===== src/rtl/integer_to_radix_digits_unit_assert.svh =====
// ---------------------------------------------------------------------------
// Assertion macros for the integer to radix digits unit.
// Clocked implication checks, disabled while reset is high.
// ---------------------------------------------------------------------------
`ifndef INTEGER_TO_RADIX_DIGITS_UNIT_ASSERT_SVH
`define INTEGER_TO_RADIX_DIGITS_UNIT_ASSERT_SVH

// Consequent must hold in the same cycle as the antecedent.
`define ITRD_ASSERT_SAME(label, clk, rst, ante, cons, msg) \
  label: assert property (@(posedge clk) disable iff (rst) (ante) |-> (cons)) \
    else $error(msg);

// Consequent must hold in the cycle after the antecedent.
`define ITRD_ASSERT_NEXT(label, clk, rst, ante, cons, msg) \
  label: assert property (@(posedge clk) disable iff (rst) (ante) |=> (cons)) \
    else $error(msg);

`endif


===== src/rtl/itrd_pkg.sv =====
// ---------------------------------------------------------------------------
// itrd_pkg
// Shared widths, character codes and types of the radix digits unit.
// ---------------------------------------------------------------------------
`timescale 1ns / 1ps
`default_nettype none

package itrd_pkg;

  localparam int VALUE_W     = 64;
  localparam int RADIX_W     = 6;
  localparam int CHAR_W      = 8;
  localparam int DIGIT_W     = 6;
  localparam int MAX_DIGITS  = 64;
  localparam int ADDR_W      = $clog2(MAX_DIGITS);
  localparam int COUNT_W     = ADDR_W + 1;
  localparam int STEP_W      = $clog2(VALUE_W);
  localparam int S_DATA_W    = ((VALUE_W + RADIX_W + 7) / 8) * 8;
  localparam int M_DATA_W    = ((CHAR_W + 7) / 8) * 8;

  localparam logic [RADIX_W-1:0] RADIX_MIN = RADIX_W'(2);
  localparam logic [RADIX_W-1:0] RADIX_MAX = RADIX_W'(35);
  localparam logic [RADIX_W-1:0] DECIMAL   = RADIX_W'(10);

  localparam logic [CHAR_W-1:0] ZERO_CHAR   = CHAR_W'(48);
  localparam logic [CHAR_W-1:0] LETTER_BIAS = CHAR_W'(87);
  localparam logic [CHAR_W-1:0] MINUS_CHAR  = CHAR_W'(45);
  localparam logic [CHAR_W-1:0] ERROR_CHAR  = CHAR_W'(0);

  typedef struct packed {
    logic busy;
    logic done;
  } itrd_div_status_t;

  // Digit value to its ASCII character: decimal digits, then lower case.
  function automatic logic [CHAR_W-1:0] digit_char(input logic [DIGIT_W-1:0] d);
    logic [CHAR_W-1:0] dx;
    dx = CHAR_W'(d);
    if (d < DIGIT_W'(10)) begin
      digit_char = dx + ZERO_CHAR;
    end else begin
      digit_char = dx + LETTER_BIAS;
    end
  endfunction

endpackage

`default_nettype wire


===== src/rtl/itrd_ram.sv =====
// ---------------------------------------------------------------------------
// itrd_ram
// Generic simple dual-port RAM, one write port and one registered read port.
// ---------------------------------------------------------------------------
`timescale 1ns / 1ps
`default_nettype none

module itrd_ram #(
  parameter int WIDTH = 8,
  parameter int DEPTH = 64
) (
  input  wire logic                     clk,
  input  wire logic                     we,
  input  wire logic [$clog2(DEPTH)-1:0] waddr,
  input  wire logic [WIDTH-1:0]         wdata,
  input  wire logic                     re,
  input  wire logic [$clog2(DEPTH)-1:0] raddr,
  output logic      [WIDTH-1:0]         rdata
);

  logic [WIDTH-1:0] mem [DEPTH];

  always_ff @(posedge clk) begin
    if (we) begin
      mem[waddr] <= wdata;
    end
    if (re) begin
      rdata <= mem[raddr];
    end
  end

endmodule

`default_nettype wire


===== src/rtl/itrd_divider.sv =====
// ---------------------------------------------------------------------------
// itrd_divider
// Restoring divider, one quotient bit per cycle, 64-bit dividend by radix.
// ---------------------------------------------------------------------------
`timescale 1ns / 1ps
`default_nettype none

module itrd_divider (
  input  wire logic                             clk,
  input  wire logic                             rst,
  input  wire logic                             start,
  input  wire logic [itrd_pkg::VALUE_W-1:0]     dividend,
  input  wire logic [itrd_pkg::RADIX_W-1:0]     divisor,
  output itrd_pkg::itrd_div_status_t            status,
  output logic      [itrd_pkg::VALUE_W-1:0]     quotient,
  output logic      [itrd_pkg::DIGIT_W-1:0]     remainder
);

  logic [itrd_pkg::VALUE_W-1:0] sh;
  logic [itrd_pkg::RADIX_W-1:0] rem;
  logic [itrd_pkg::RADIX_W-1:0] dvs;
  logic [itrd_pkg::STEP_W-1:0]  step;
  logic                         busy;
  logic                         done;
  logic [itrd_pkg::RADIX_W:0]   trial;
  logic                         ge;
  logic [itrd_pkg::RADIX_W:0]   diff;

  // The remainder stays below the divisor, so the trial fits one extra bit.
  always_comb begin
    trial = {rem, sh[itrd_pkg::VALUE_W-1]};
    ge    = trial >= {1'b0, dvs};
    diff  = trial - {1'b0, dvs};
  end

  always_ff @(posedge clk) begin
    if (rst) begin
      busy <= 1'b0;
      done <= 1'b0;
      step <= '0;
    end else begin
      done <= 1'b0;
      if (start) begin
        sh   <= dividend;
        rem  <= '0;
        dvs  <= divisor;
        step <= '0;
        busy <= 1'b1;
      end else if (busy) begin
        sh   <= {sh[itrd_pkg::VALUE_W-2:0], ge};
        rem  <= ge ? diff[itrd_pkg::RADIX_W-1:0] : trial[itrd_pkg::RADIX_W-1:0];
        step <= step + 1'b1;
        if (step == {itrd_pkg::STEP_W{1'b1}}) begin
          busy <= 1'b0;
          done <= 1'b1;
        end
      end
    end
  end

  assign status.busy = busy;
  assign status.done = done;
  assign quotient    = sh;
  assign remainder   = rem[itrd_pkg::DIGIT_W-1:0];

endmodule

`default_nettype wire


===== src/rtl/integer_to_radix_digits_unit.sv =====
// ---------------------------------------------------------------------------
// integer_to_radix_digits_unit
// Converts a 64-bit value to its ASCII digit string in base 2 to 35.
// ---------------------------------------------------------------------------
// Usage. A transaction on the slave channel carries a value and a radix. The
// unit answers with the digit string on the master channel, one character per
// transaction, most significant digit first, with tlast on the final one. In
// base ten the value is signed and a negative value starts with '-'. A radix
// outside 2..35 gives one transaction with character zero, tuser and tlast set.
//
// Operation. Each digit costs one pass of the shared bit-serial divider, 64 steps
// plus a handoff to the next pass. The digits land in a 64-entry store least
// significant first and are read back in reverse, each character taking a
// read state and an emit state because of the registered RAM read. The unit
// takes one value at a time and raises s_tready only when idle.
//
// Reset clears the sequencer and drops m_tvalid; the digit store is not
// cleared since every digit is written before it is read. When the receiver
// holds m_tready low the current character stays on the port and the
// sequencer waits before it loads another character.
// ---------------------------------------------------------------------------
`timescale 1ns / 1ps
`default_nettype none

`include "integer_to_radix_digits_unit_assert.svh"

module integer_to_radix_digits_unit (
  input  wire logic                              clk,
  input  wire logic                              rst,
  // s_tdata fields from bit 0: value[63:0], radix[69:64], zero fill.
  input  wire logic [itrd_pkg::S_DATA_W-1:0]     s_tdata,
  input  wire logic                              s_tvalid,
  output logic                                   s_tready,
  // m_tdata fields from bit 0: character[7:0].
  output logic      [itrd_pkg::M_DATA_W-1:0]     m_tdata,
  // m_tuser fields from bit 0: error.
  output logic                                   m_tuser,
  output logic                                   m_tlast,
  output logic                                   m_tvalid,
  input  wire logic                              m_tready
);

  typedef enum logic [5:0] {
    ST_IDLE = 6'b000001,
    ST_ERR  = 6'b000010,
    ST_DIV  = 6'b000100,
    ST_SIGN = 6'b001000,
    ST_RD   = 6'b010000,
    ST_EMIT = 6'b100000
  } state_t;

  state_t                              state;
  logic [itrd_pkg::COUNT_W-1:0]        count;
  logic [itrd_pkg::ADDR_W-1:0]         idx;
  logic                                negative;
  logic [itrd_pkg::RADIX_W-1:0]        radix;

  logic [itrd_pkg::VALUE_W-1:0]        value_in;
  logic [itrd_pkg::RADIX_W-1:0]        radix_in;
  logic                                accept;
  logic                                radix_ok;
  logic                                neg_in;
  logic [itrd_pkg::VALUE_W-1:0]        mag_in;
  logic                                out_free;
  logic                                emit;

  itrd_pkg::itrd_div_status_t          div_status;
  logic                                div_start;
  logic                                div_again;
  logic [itrd_pkg::VALUE_W-1:0]        div_dividend;
  logic [itrd_pkg::RADIX_W-1:0]        div_divisor;
  logic [itrd_pkg::VALUE_W-1:0]        div_quotient;
  logic [itrd_pkg::DIGIT_W-1:0]        div_remainder;

  logic                                ram_we;
  logic                                ram_re;
  logic [itrd_pkg::DIGIT_W-1:0]        ram_rdata;

  always_comb begin
    value_in = s_tdata[itrd_pkg::VALUE_W-1:0];
    radix_in = s_tdata[itrd_pkg::VALUE_W +: itrd_pkg::RADIX_W];
    s_tready = (state == ST_IDLE);
    accept   = s_tvalid && s_tready;
    radix_ok = (radix_in >= itrd_pkg::RADIX_MIN) && (radix_in <= itrd_pkg::RADIX_MAX);
    // Negating the most negative value wraps to 2^63, which is its magnitude.
    neg_in   = (radix_in == itrd_pkg::DECIMAL) && value_in[itrd_pkg::VALUE_W-1];
    mag_in   = neg_in ? (itrd_pkg::VALUE_W'(0) - value_in) : value_in;
    out_free = !m_tvalid || m_tready;
    // A new character is loaded whenever an emitting state finds the port free.
    emit     = out_free &&
               ((state == ST_ERR) || (state == ST_SIGN) || (state == ST_EMIT));

    // Keep dividing while the running quotient is nonzero. The input bus may
    // already carry the next value, so later passes use the stored radix.
    div_again    = (state == ST_DIV) && div_status.done && (div_quotient != '0);
    div_start    = (accept && radix_ok) || div_again;
    div_dividend = accept ? mag_in : div_quotient;
    div_divisor  = accept ? radix_in : radix;

    ram_we = (state == ST_DIV) && div_status.done && !count[itrd_pkg::COUNT_W-1];
    ram_re = (state == ST_RD);
  end

  itrd_divider u_div (
    .clk       (clk),
    .rst       (rst),
    .start     (div_start),
    .dividend  (div_dividend),
    .divisor   (div_divisor),
    .status    (div_status),
    .quotient  (div_quotient),
    .remainder (div_remainder)
  );

  itrd_ram #(
    .WIDTH (itrd_pkg::DIGIT_W),
    .DEPTH (itrd_pkg::MAX_DIGITS)
  ) u_digits (
    .clk   (clk),
    .we    (ram_we),
    .waddr (count[itrd_pkg::ADDR_W-1:0]),
    .wdata (div_remainder),
    .re    (ram_re),
    .raddr (idx),
    .rdata (ram_rdata)
  );

  always_ff @(posedge clk) begin
    if (rst) begin
      state    <= ST_IDLE;
      m_tvalid <= 1'b0;
      count    <= '0;
      idx      <= '0;
      negative <= 1'b0;
    end else begin
      if (emit) begin
        m_tvalid <= 1'b1;
      end else if (m_tready) begin
        m_tvalid <= 1'b0;
      end
      unique case (state)
        ST_IDLE: begin
          if (accept) begin
            if (!radix_ok) begin
              state <= ST_ERR;
            end else begin
              negative <= neg_in;
              radix    <= radix_in;
              count    <= '0;
              state    <= ST_DIV;
            end
          end
        end
        ST_ERR: begin
          if (out_free) begin
            m_tdata  <= itrd_pkg::M_DATA_W'(itrd_pkg::ERROR_CHAR);
            m_tlast  <= 1'b1;
            m_tuser  <= 1'b1;
            state    <= ST_IDLE;
          end
        end
        ST_DIV: begin
          if (div_status.done) begin
            if (!count[itrd_pkg::COUNT_W-1]) begin
              count <= count + 1'b1;
              idx   <= count[itrd_pkg::ADDR_W-1:0];
            end
            if (div_quotient == '0) begin
              state <= negative ? ST_SIGN : ST_RD;
            end
          end
        end
        ST_SIGN: begin
          if (out_free) begin
            m_tdata  <= itrd_pkg::M_DATA_W'(itrd_pkg::MINUS_CHAR);
            m_tlast  <= 1'b0;
            m_tuser  <= 1'b0;
            state    <= ST_RD;
          end
        end
        ST_RD: begin
          state <= ST_EMIT;
        end
        ST_EMIT: begin
          // The read data register holds until the next read, so a stall is safe.
          if (out_free) begin
            m_tdata  <= itrd_pkg::M_DATA_W'(itrd_pkg::digit_char(ram_rdata));
            m_tlast  <= (idx == '0);
            m_tuser  <= 1'b0;
            if (idx == '0) begin
              state <= ST_IDLE;
            end else begin
              idx   <= idx - 1'b1;
              state <= ST_RD;
            end
          end
        end
        default: begin
          state <= ST_IDLE;
        end
      endcase
    end
  end

  // The divider never runs while a new value can be taken.
  `ITRD_ASSERT_SAME(a_idle_div_quiet, clk, rst, s_tready, !div_status.busy, "div busy in idle")

  // Results of the divider are only consumed while dividing.
  `ITRD_ASSERT_SAME(a_done_in_div, clk, rst, div_status.done, state == ST_DIV, "stray div done")

  // The digit store never overflows.
  `ITRD_ASSERT_SAME(a_count_max, clk, rst, 1'b1,
                    count <= itrd_pkg::COUNT_W'(itrd_pkg::MAX_DIGITS), "digit count overflow")

  // An error transaction is always a lone, final zero character.
  `ITRD_ASSERT_SAME(a_err_form, clk, rst, m_tvalid && m_tuser,
                    m_tlast && (m_tdata == '0), "malformed error result")

  // Leaving the error state always presents a result.
  `ITRD_ASSERT_NEXT(a_err_out, clk, rst, (state == ST_ERR) && out_free,
                    m_tvalid && m_tuser, "error result missing")

endmodule

`default_nettype wire


===== config.mk =====
export PLATFORM = sky130hd
export DESIGN_NAME = integer_to_radix_digits_unit
export DESIGN_NICKNAME = d
export VERILOG_FILES = /design/src/rtl/itrd_pkg.sv /design/src/rtl/itrd_ram.sv /design/src/rtl/itrd_divider.sv /design/src/rtl/integer_to_radix_digits_unit.sv
export VERILOG_INCLUDE_DIRS = /design/src /design/src/rtl
export SDC_FILE = /design/constraint.sdc
export NUM_CORES = 1
export LEC_CHECK = 0
export BUFFER_PORTS_ARGS = -buffer_cell sky130_fd_sc_hd__buf_4
export CAP_MARGIN = 15
export CORE_MARGIN = 5
export CORE_UTILIZATION = 28
export DETAILED_ROUTE_END_ITERATION = 8
export PLACE_DENSITY_LB_ADDON = 0.25
export REMOVE_ABC_BUFFERS = 1
export SYNTH_ARGS = -nofsm -noshare
export SYNTH_HDL_FRONTEND = slang
export SYNTH_SLANG_ARGS = --single-unit

===== constraint.sdc =====
create_clock -name clk -period 11.99 [get_ports clk]
set_input_delay 0.5995 -clock clk [delete_from_list [all_inputs] [get_ports clk]]
set_output_delay 0.5995 -clock clk [all_outputs]
set_load 0.02 [all_outputs]

# Word-level counts from Yosys, hierarchy flattened
# Memory sizes are Yosys's and may differ from the RTL's. A register that Yosys moved wholly into a read port is not among the register bits.
# Index checks and enable logic that the tools add are counted.
[word_totals]
regBits = 121
memories = 1
word_cells = 131
in_bits = 76
ramBits = 384
[op_classes]
n_bitwise = 2
muxes = 45
n_reduce_logical = 37
n_lt_le_gt_ge = 4
addsub = 7
n_eq_ne = 19
[mem_list]
columns = ["name", "words", "width", "read_ports", "rd_clocked_by_memory_dff", "write_ports", "line_no", "rtl"]
rows = [
  ["u_digits.mem", 64, 6, 1, 1, 1, "itrd_ram.sv:21", "logic [WIDTH-1:0] mem [DEPTH];"],
]
[ops]
columns = ["op", "n"]
rows = [
  ["$mux W64", 4],
  ["$mux W6", 13],
  ["$logic_not A64 Y1", 1],
  ["$reduce_bool A64 Y1", 1],
  ["$sub A1 B64 Y64 const A", 1],
  ["$pmux W6 S6", 1],
  ["$mux W8", 4],
  ["$mux W7", 4],
  ["$pmux W8 S3", 1],
  ["$reduce_and A5 Y1", 3],
  ["$pmux W7 S2", 1],
  ["$eq A6 B4 Y1 const B", 2],
  ["$eq A6 B6 Y1 const B", 2],
  ["$ne A2 B2 Y1 const B", 6],
  ["$pmux W6 S2", 1],
  ["$reduce_and A4 Y1", 3],
  ["$mux W1", 11],
  ["$mux W5", 2],
  ["$ne A2 B1 Y1 const B", 5],
  ["$reduce_bool A2 Y1", 5],
  ["$add A6 B7 Y8 const B", 1],
  ["$logic_and A1 B1 Y1", 8],
  ["$add A6 B6 Y7 const B", 1],
  ["$add A7 B1 Y7 const B", 1],
  ["other kinds (24)", 32],
]

# Logic depth before layout (Yosys ltp)
# Gate-level depths: netlist (run 1).
[logic_depth]
ltp_word = 6
ltp_mapped = 11

# By module
# Synthesis (run 1) repeated with hierarchy kept, for this count alone.
[hier_totals]
hier_cells = 1604
area_unflattened_um2 = 23513.8
[modules_own_cells]
columns = ["mod", "cells_each", "n_inst", "area_per_inst_um2"]
rows = [
  ["itrd_ram", 720, 1, 15285.9],
  ["integer_to_radix_digits_unit", 649, 1, 4469.3],
  ["itrd_divider", 235, 1, 3758.6],
]

# Worst setup path after synthesis (run 1)
# Ideal clock, no wire load.
[synth_timing]
kind = "register -> register"
from = "register u_div.sh (netlist bit u_div.quotient[29])"
to = "register u_div.sh (netlist bit u_div.quotient[0]) (enable)"
slack_ns = 7.076
arrival_time_ns = 4.406
path_buffers = 0
path_stages_with_launch = 6
setup_time_ns = 0.507
t_required_ns = 11.483
path_cell_list = "edfxtp_1 -> nor4_1 -> nand4_1 -> nor4_1 -> o21ai_0 -> a21oi_1"
[synth_via]
elab_chain_len = 5
word_cells_on_any_way = 6
classes_between = "eq/ne: 1; reduce/logical: 5"
[synth_lines]
columns = ["item", "line_no", "rtl"]
rows = [
  ["start: declaration", "itrd_divider.sv:19", "logic [itrd_pkg::VALUE_W-1:0] sh;"],
  ["start signal: assignment", "itrd_divider.sv:44", "sh <= dividend;"],
  ["start signal: assignment", "itrd_divider.sv:50", "sh <= {sh[itrd_pkg::VALUE_W-2:0], ge};"],
  ["$reduce_bool A64 Y1 (*)", "integer_to_radix_digits_unit.sv:95", "div_again = (state == ST_DIV) && div_status.done && (div_quotient != '0);"],
  ["$logic_and A1 B1 Y1 (*)", "integer_to_radix_digits_unit.sv:95", ""],
  ["$logic_or A1 B1 Y1 (*)", "integer_to_radix_digits_unit.sv:96", "div_start = (accept && radix_ok) || div_again;"],
  ["$ne A2 B2 Y1 (no source line) or $reduce_bool A2 Y1 (tied branches)", "--", ""],
  ["$reduce_and A3 Y1 (no source line) (*)", "--", ""],
]
# Every way passes the cells marked *; elsewhere a longest branch is shown, timed or not.
# A chain may end at the register's enable or synchronous reset.

==> flow_metrics.py, run 1 <==
metrics = {
    "power": {
        "p_seq_frac": 0.516,
        "p_sw_frac": 0.227,
        "powerDensity_mw_per_mm2": 155,
        "cellInternalPower_mw": 3.10,
        "p_comb_frac": 0.071,
        "clockPowerShare": 0.414,
        "p_sw_mw": 0.910,
        "max-vdd-ir-drop_v": 0.0000992,
        "leakagePower_nw": 7.80,
    },
    "critical_path": {
        "critPathKind": "register to register",
        "slowest_delay_ns": 0.78,
        "ff2ff_path_depth": 6,
        "crit_path_cell_trace": "buf_4 > buf_4 > mux4_2 > mux4_2 > o22ai_1 > nor2_1",
        "cp_max_fo": 39,
        "worstSetupEndpointType": "register",
        "crit_arrival_ns": 4.54,
        "crit_slowest_cell": "buf_4",
        "crit_required_ns": 12.30,
        "worst_setup_path_start_kind": "register",
    },
    "sta": {
        "setup_viol": 0,
        "tightest_slew_ns": 1.19,
        "max_freq_mhz": 236,
        "worst_clock_skew_ns": 0.0264,
        "fin_tns_setup_ns": 0,
        "final.period_utilization": 0.353,
        "drv_slew": 0,
        "hold_viol": 0,
        "fin_crit_ns": 4.23,
        "rsz0062_at_grt": "false",
        "relSlewSlack": 0.202,
    },
    "finish": {
        "diodes": 0,
        "fill_cells": 7666,
        "area_growth_pct": 15.9,
        "regArea_mm2": 0.0151,
        "multiInputGateArea_mm2": 0.00688,
        "layout-drive-gt1-share": 0.221,
        "final-instance-count-excl-fill": 2590,
        "post-route-util": 0.327,
        "final_nets": 1592,
        "postLayoutCellArea_mm2": 0.0258,
    },
    "clock_network": {
        "holdBufCountCts": 0,
        "path_clk_slew_ns": 0.06,
        "cts_sinks": 511,
        "cts_buffer_depth": 3,
        "cts_setup_buffers": 0,
        "h-tree-depth": 2,
        "cts-buffers-inserted": 52,
        "clock_latency_ns": 0.61,
        "tritoncts": "yes",
        "cts_root_buf": "clkbuf_16",
        "cts_resized": 0,
    },
    "drt": {
        "drcViolationCount": 0,
        "initialDrtViolationCount": 801,
        "wl_per_cell_um": 20.1,
        "dr.pass1.iters": 5,
        "ant_nets": 0,
        "num_vias": 12600,
        "vias_per_cell": 4.85,
        "drt-total-wl_um": 52000,
    },
    "placed_design": {
        "place_area_mm2": 0.0241,
        "hpwl_um": 33000,
        "dp.cells": 2495,
        "io_buffers": 85,
        "gp_congestion": 0.767,
    },
    "synth": {
        "synth_seq_area_share": 0.675,
        "ys_async_sr_fraction": 0,
        "synth_area_leaders": "edfxtp_1 65%, mux4_2 12%, nor2_1 3.0%",
        "synth-seq-cells": 511,
        "postSynthCellCount": 1418,
        "synth_edf_count": 482,
        "synth_ff_type": "edfxtp_1",
        "yosysTopAreaCell": "edfxtp_1",
        "synth_top_area_frac": 0.649,
        "synth.distinct_cells": 66,
        "yosysWarnings": 0,
        "synth_area_mm2": 0.0223,
        "synth_commonest_cells": "482 x edfxtp_1, 181 x nor2_1, 120 x mux4_2",
        "synth.most_common_cell": "edfxtp_1",
        "avgSynthCellArea_um2": 15.7,
    },
    "floorplanning": {
        "die_h_um": 292,
        "core_area_mm2": 0.0790,
        "io_pins": 88,
        "die_w_um": 292,
        "start_util": 0.282,
        "die_area_mm2": 0.0854,
        "rows": 103,
    },
    "global_route": {
        "grt_max_degree": 86,
        "antenna_found_initial": 0,
        "grt_pass1_wl_um": 78300,
        "grt_pass1_vias": 12600,
        "grt-ovfl-total": 0,
        "grt_usage": 0.117,
    },
    "run": {
        "maxCapViolations": 0,
    },
    "min_path": {
        "min_delay_path_depth": 1,
        "hp-class": "input pin to register",
    },
    "outcome": {
        "status": "finished, final reports clean",
    },
}
[critical path: cells and delay by family, from the launching register on]
| family | cells | cell delay (ns) |
|---|---|---|
| multiplexers | 2 | 1.13 |
| AO/OA/AOI/OAI | 1 | 0.37 |
| AND/OR/NAND/NOR | 1 | 0.20 |
| buffers and inverters | 2 | 1.47 |
| flip-flops | 1 | 0.70 |
[state kept, by name, indices dropped and copies added, names as in the netlist]
signal           count
m_tvalid             1
idx                  6
u_digits.rdata       6
u_digits.mem       384
u_div.remainder      6
u_div.busy           1
m_tlast              1
state                6
radix                6
m_tdata              8
u_div.done           1
negative             1
u_div.dvs            6
count                7
m_tuser              1
u_div.step           6
u_div.quotient      64
[cells by family (layout without fill, tap and decap cells)]
family	count (synthesis)	after routing	share of synthesized area
AO/OA/AOI/OAI	205	205	0.0564
AND/OR/NAND/NOR	384	384	0.0848
flip-flops	511	511	0.675
multiplexers	129	129	0.126
buffers and inverters	93	215	0.0176
XOR/XNOR	80	80	0.0314
adder cells (fa/ha/maj)	16	16	0.00931
[layout make-up]
class / count / area share
clock buffers: 59 / 0.0525
clock inverters: 35 / 0.0155
inverters: 22 / 0.00320
multi-input cells: 814 / 0.266
flip-flops and latches: 511 / 0.583
well taps: 1050 / 0.0508
repair buffers: 99 / 0.0288
[cells in the final DEF (no fill, tap or decap), drive strengths merged, types with 6 or more instances in the layout]
| master | synthesis | layout |
|---|---|---|
| xor2 | 60 | 60 |
| xnor2 | 20 | 20 |
| inv | 21 | 23 |
| nand3 | 22 | 22 |
| mux4 | 120 | 120 |
| or4 | 13 | 13 |
| mux2 | 6 | 6 |
| or3 | 11 | 11 |
| ha | 15 | 15 |
| clkbuf | 43 | 60 |
| o22ai | 13 | 13 |
| nand2b | 14 | 14 |
| nor2b | 10 | 10 |
| nor4 | 29 | 29 |
| or2 | 7 | 7 |
| nand2 | 38 | 38 |
| nor3 | 26 | 26 |
| nor2 | 181 | 181 |
| o41ai | 12 | 12 |
| clkinv | 1 | 27 |
| bufinv | 0 | 7 |
| o21ai | 44 | 44 |
| buf | 28 | 98 |
| nand4 | 13 | 13 |
| dfxtp | 29 | 29 |
| a21oi | 87 | 87 |
| o31ai | 20 | 20 |
| edfxtp | 482 | 482 |
[final timing paths]
| check | start | to | slack (ns) |
|---|---|---|---|
| min | s_tdata[64] | radix[0] | 0.23 |
| max reg2reg | idx[0] | u_digits.rdata[1] | 7.76 |
| max | idx[0] | u_digits.rdata[1] | 7.76 |
| min reg2reg | count[6] | count[6] | 0.52 |
[per-layer routing]
metal / global-route usage / routed length (um) / vias up
met5: 0 / 0 / -
met3: 0.0231 / 2580 / 65
met1: 0.163 / 23400 / 6433
met2: 0.190 / 24900 / 282
met4: 0.0282 / 1090 / 0
li1: - / - / 5771
[power by group through the flow]
stage               Sequential (mW)  Combinational [mW]  Clock [mW]
detailed placement             2.11               0.286           0
global route                   2.07               0.317        1.77
global placement               2.10               0.278           0
CTS                            2.07               0.287        1.71
floorplan                      2.13               0.157           0
finish                         2.07               0.283        1.66
[metrics by stage]
step           power, mW  setup WS [ns]  hold slack, ns
3_5_place_dp        2.39           7.69           0.508
3_3_place_gp        2.38           7.69           0.511
5_1_grt             4.16           7.46           0.207
2_1_floorplan       2.29           5.30           0.478
6_report            4.01           7.76           0.235
4_1_cts             4.06           7.68           0.203
Power figures use the tool's default switching activity.
==> inputs of run 2 (changes only) <==
Settings changed: ABC_AREA from default to 1.
Clock period 11.99 ns to 3.9 ns, I/O delays scaled along.
==> flow_metrics.py, run 2 <==
metrics = {
    "min_path": {
        "hp-class": "input pin to register",
    },
    "placed_design": {
        "io_buffers": 85,
        "hpwl_um": 44600,
        "gp_congestion": 0.892,
    },
    "critical_path": {
        "crit_required_ns": 4.12,
        "critPathKind": "register to register",
        "worstSetupEndpointType": "register",
        "cp_max_fo": 9,
        "crit_arrival_ns": 3.20,
        "worst_setup_path_start_kind": "register",
    },
    "synth": {
        "synth.distinct_cells": 43,
        "synth-seq-cells": 511,
        "synth_commonest_cells": "695 x nand2_1, 482 x edfxtp_1, 424 x nor2_1",
        "yosysWarnings": 0,
        "synth_area_mm2": 0.0241,
        "synth_seq_area_share": 0.624,
        "ys_async_sr_fraction": 0,
        "yosysTopAreaCell": "edfxtp_1",
        "synth_top_area_frac": 0.600,
        "synth.most_common_cell": "nand2_1",
        "synth_edf_count": 482,
        "postSynthCellCount": 2521,
        "synth_area_leaders": "edfxtp_1 60%, nand2_1 11%, nor2_1 6.6%",
        "avgSynthCellArea_um2": 9.57,
        "synth_ff_type": "edfxtp_1",
    },
    "drt": {
        "drt-total-wl_um": 68200,
        "met3_length_um": 4320,
        "num_vias": 18100,
        "wl_per_cell_um": 17.9,
        "vias_per_cell": 4.76,
        "dr.pass1.iters": 5,
        "wl_met1_um": 31000,
        "dr_wl_met2_um": 31200,
        "ant_nets": 0,
        "initialDrtViolationCount": 1416,
        "drcViolationCount": 0,
        "top_layer": "met4",
    },
    "power": {
        "leakagePower_nw": 10.3,
        "powerDensity_mw_per_mm2": 521,
        "finalPower_mw": 14.7,
        "max-vdd-ir-drop_v": 0.000309,
    },
    "global_route": {
        "grt_max_degree": 195,
        "grt_usage": 0.145,
        "grt_pass1_vias": 17600,
        "antenna_found_initial": 0,
        "grt-ovfl-total": 0,
        "grt_pass1_wl_um": 103000,
    },
    "sta": {
        "fin_tns_setup_ns": 0,
        "rsz0062_at_grt": "false",
        "final.period_utilization": 0.765,
        "drv_slew": 0,
        "setup_viol": 0,
        "worst_clock_skew_ns": 0.0713,
        "fin_crit_ns": 2.98,
        "tightest_slew_ns": 1.02,
        "relSlewSlack": 0.316,
        "hold_viol": 0,
        "max_freq_mhz": 335,
    },
    "floorplanning": {
        "rows": 107,
        "io_pins": 88,
        "start_util": 0.283,
        "die_w_um": 304,
        "core_area_mm2": 0.0854,
        "die_h_um": 304,
        "die_area_mm2": 0.0922,
    },
    "finish": {
        "area_growth_pct": 16.7,
        "final_nets": 2708,
        "largest_reg_flops": 384,
        "layout-drive-gt1-share": 0.0856,
        "final_common_cell": "nand2_1",
        "diodes": 0,
        "final_cell_mix": "694 x nand2_1, 482 x edfxtp_1, 423 x nor2_1",
        "regMostFlops": "u_digits.mem",
    },
    "clock_network": {
        "path_clk_slew_ns": 0.06,
        "holdBufCountCts": 31,
        "cts_buffer_depth": 3,
        "cts-buffers-inserted": 54,
        "tritoncts": "yes",
        "h-tree-depth": 2,
        "cts_root_buf": "clkbuf_16",
        "cts_resized": 0,
        "cts_setup_buffers": 0,
        "cts_sinks": 511,
        "clock_latency_ns": 0.65,
    },
    "run": {
        "maxCapViolations": 0,
    },
    "outcome": {
        "status": "finished, final reports clean",
    },
}
## run 2: through the flow
step,setup WS [ns],cells,area [um2],utilization,hold slack [ns]
after CTS,0.962,3806,28200,0.330,0.00357
after global placement,1.07,3673,26000,0.304,0.387
after detailed placement,0.968,3673,26000,0.304,0.390
after global routing,0.813,3806,28200,0.330,0.0383
final,0.916,3806,28200,0.330,0.0468
after floorplan,-4.72,2412,23600,-,0.264
## run 2: final timing paths
kind,start,endpoint,slack [ns],depth (start not counted)
setup / recovery,state[5],u_digits.mem[4][3],0.92,7
hold / removal,m_tready,m_tvalid,0.05,4
setup reg to reg,state[5],u_digits.mem[4][3],0.92,7
hold reg to reg,u_div.done,count[1],0.52,2
## run 2: critical path, stage by stage, from the launching register on
cell	delay (ns)
dfxtp_1	0.35
nor2_4	0.18
nand3_2	0.24
nor2_1	0.16
inv_1	0.11
nor2_4	0.14
nand3_1	0.67
nor2_1	0.76
## run 2: cells by family (layout without fill, tap and decap cells)
kind of cell / count (synthesis) / count (layout) / share of synthesized area
AND/OR/NAND/NOR: 1458 / 1458 / 0.250
XOR/XNOR: 36 / 36 / 0.0131
multiplexers: 1 / 1 / 0.000415
flip-flops: 511 / 511 / 0.624
buffers and inverters: 233 / 374 / 0.0417
adder cells (fa/ha/maj): 16 / 16 / 0.00861
AO/OA/AOI/OAI: 266 / 266 / 0.0619
## run 2: layout make-up
class | count | area, um2
clock inverters | 43 | 499
inverters | 124 | 468
fillers | 8797 | 57300
flip-flops and latches | 511 | 15100
well taps | 1144 | 1430
clock buffers | 59 | 1370
multi-input cells | 1777 | 8080
repair buffers | 148 | 1240
## run 2: routing by layer
metal  up-vias  track usage
met3        95       0.0235
met4         0       0.0416
met1      8650        0.204
li1       8812            -
met5         -            0
met2       563        0.234
## run 2: report_power, final
part	internal (mW)	leakage [nW]	switching, mW
registers	6.52	4.59	0.142
logic	0.745	4.81	1.87
clock network	3.15	0.888	2.24
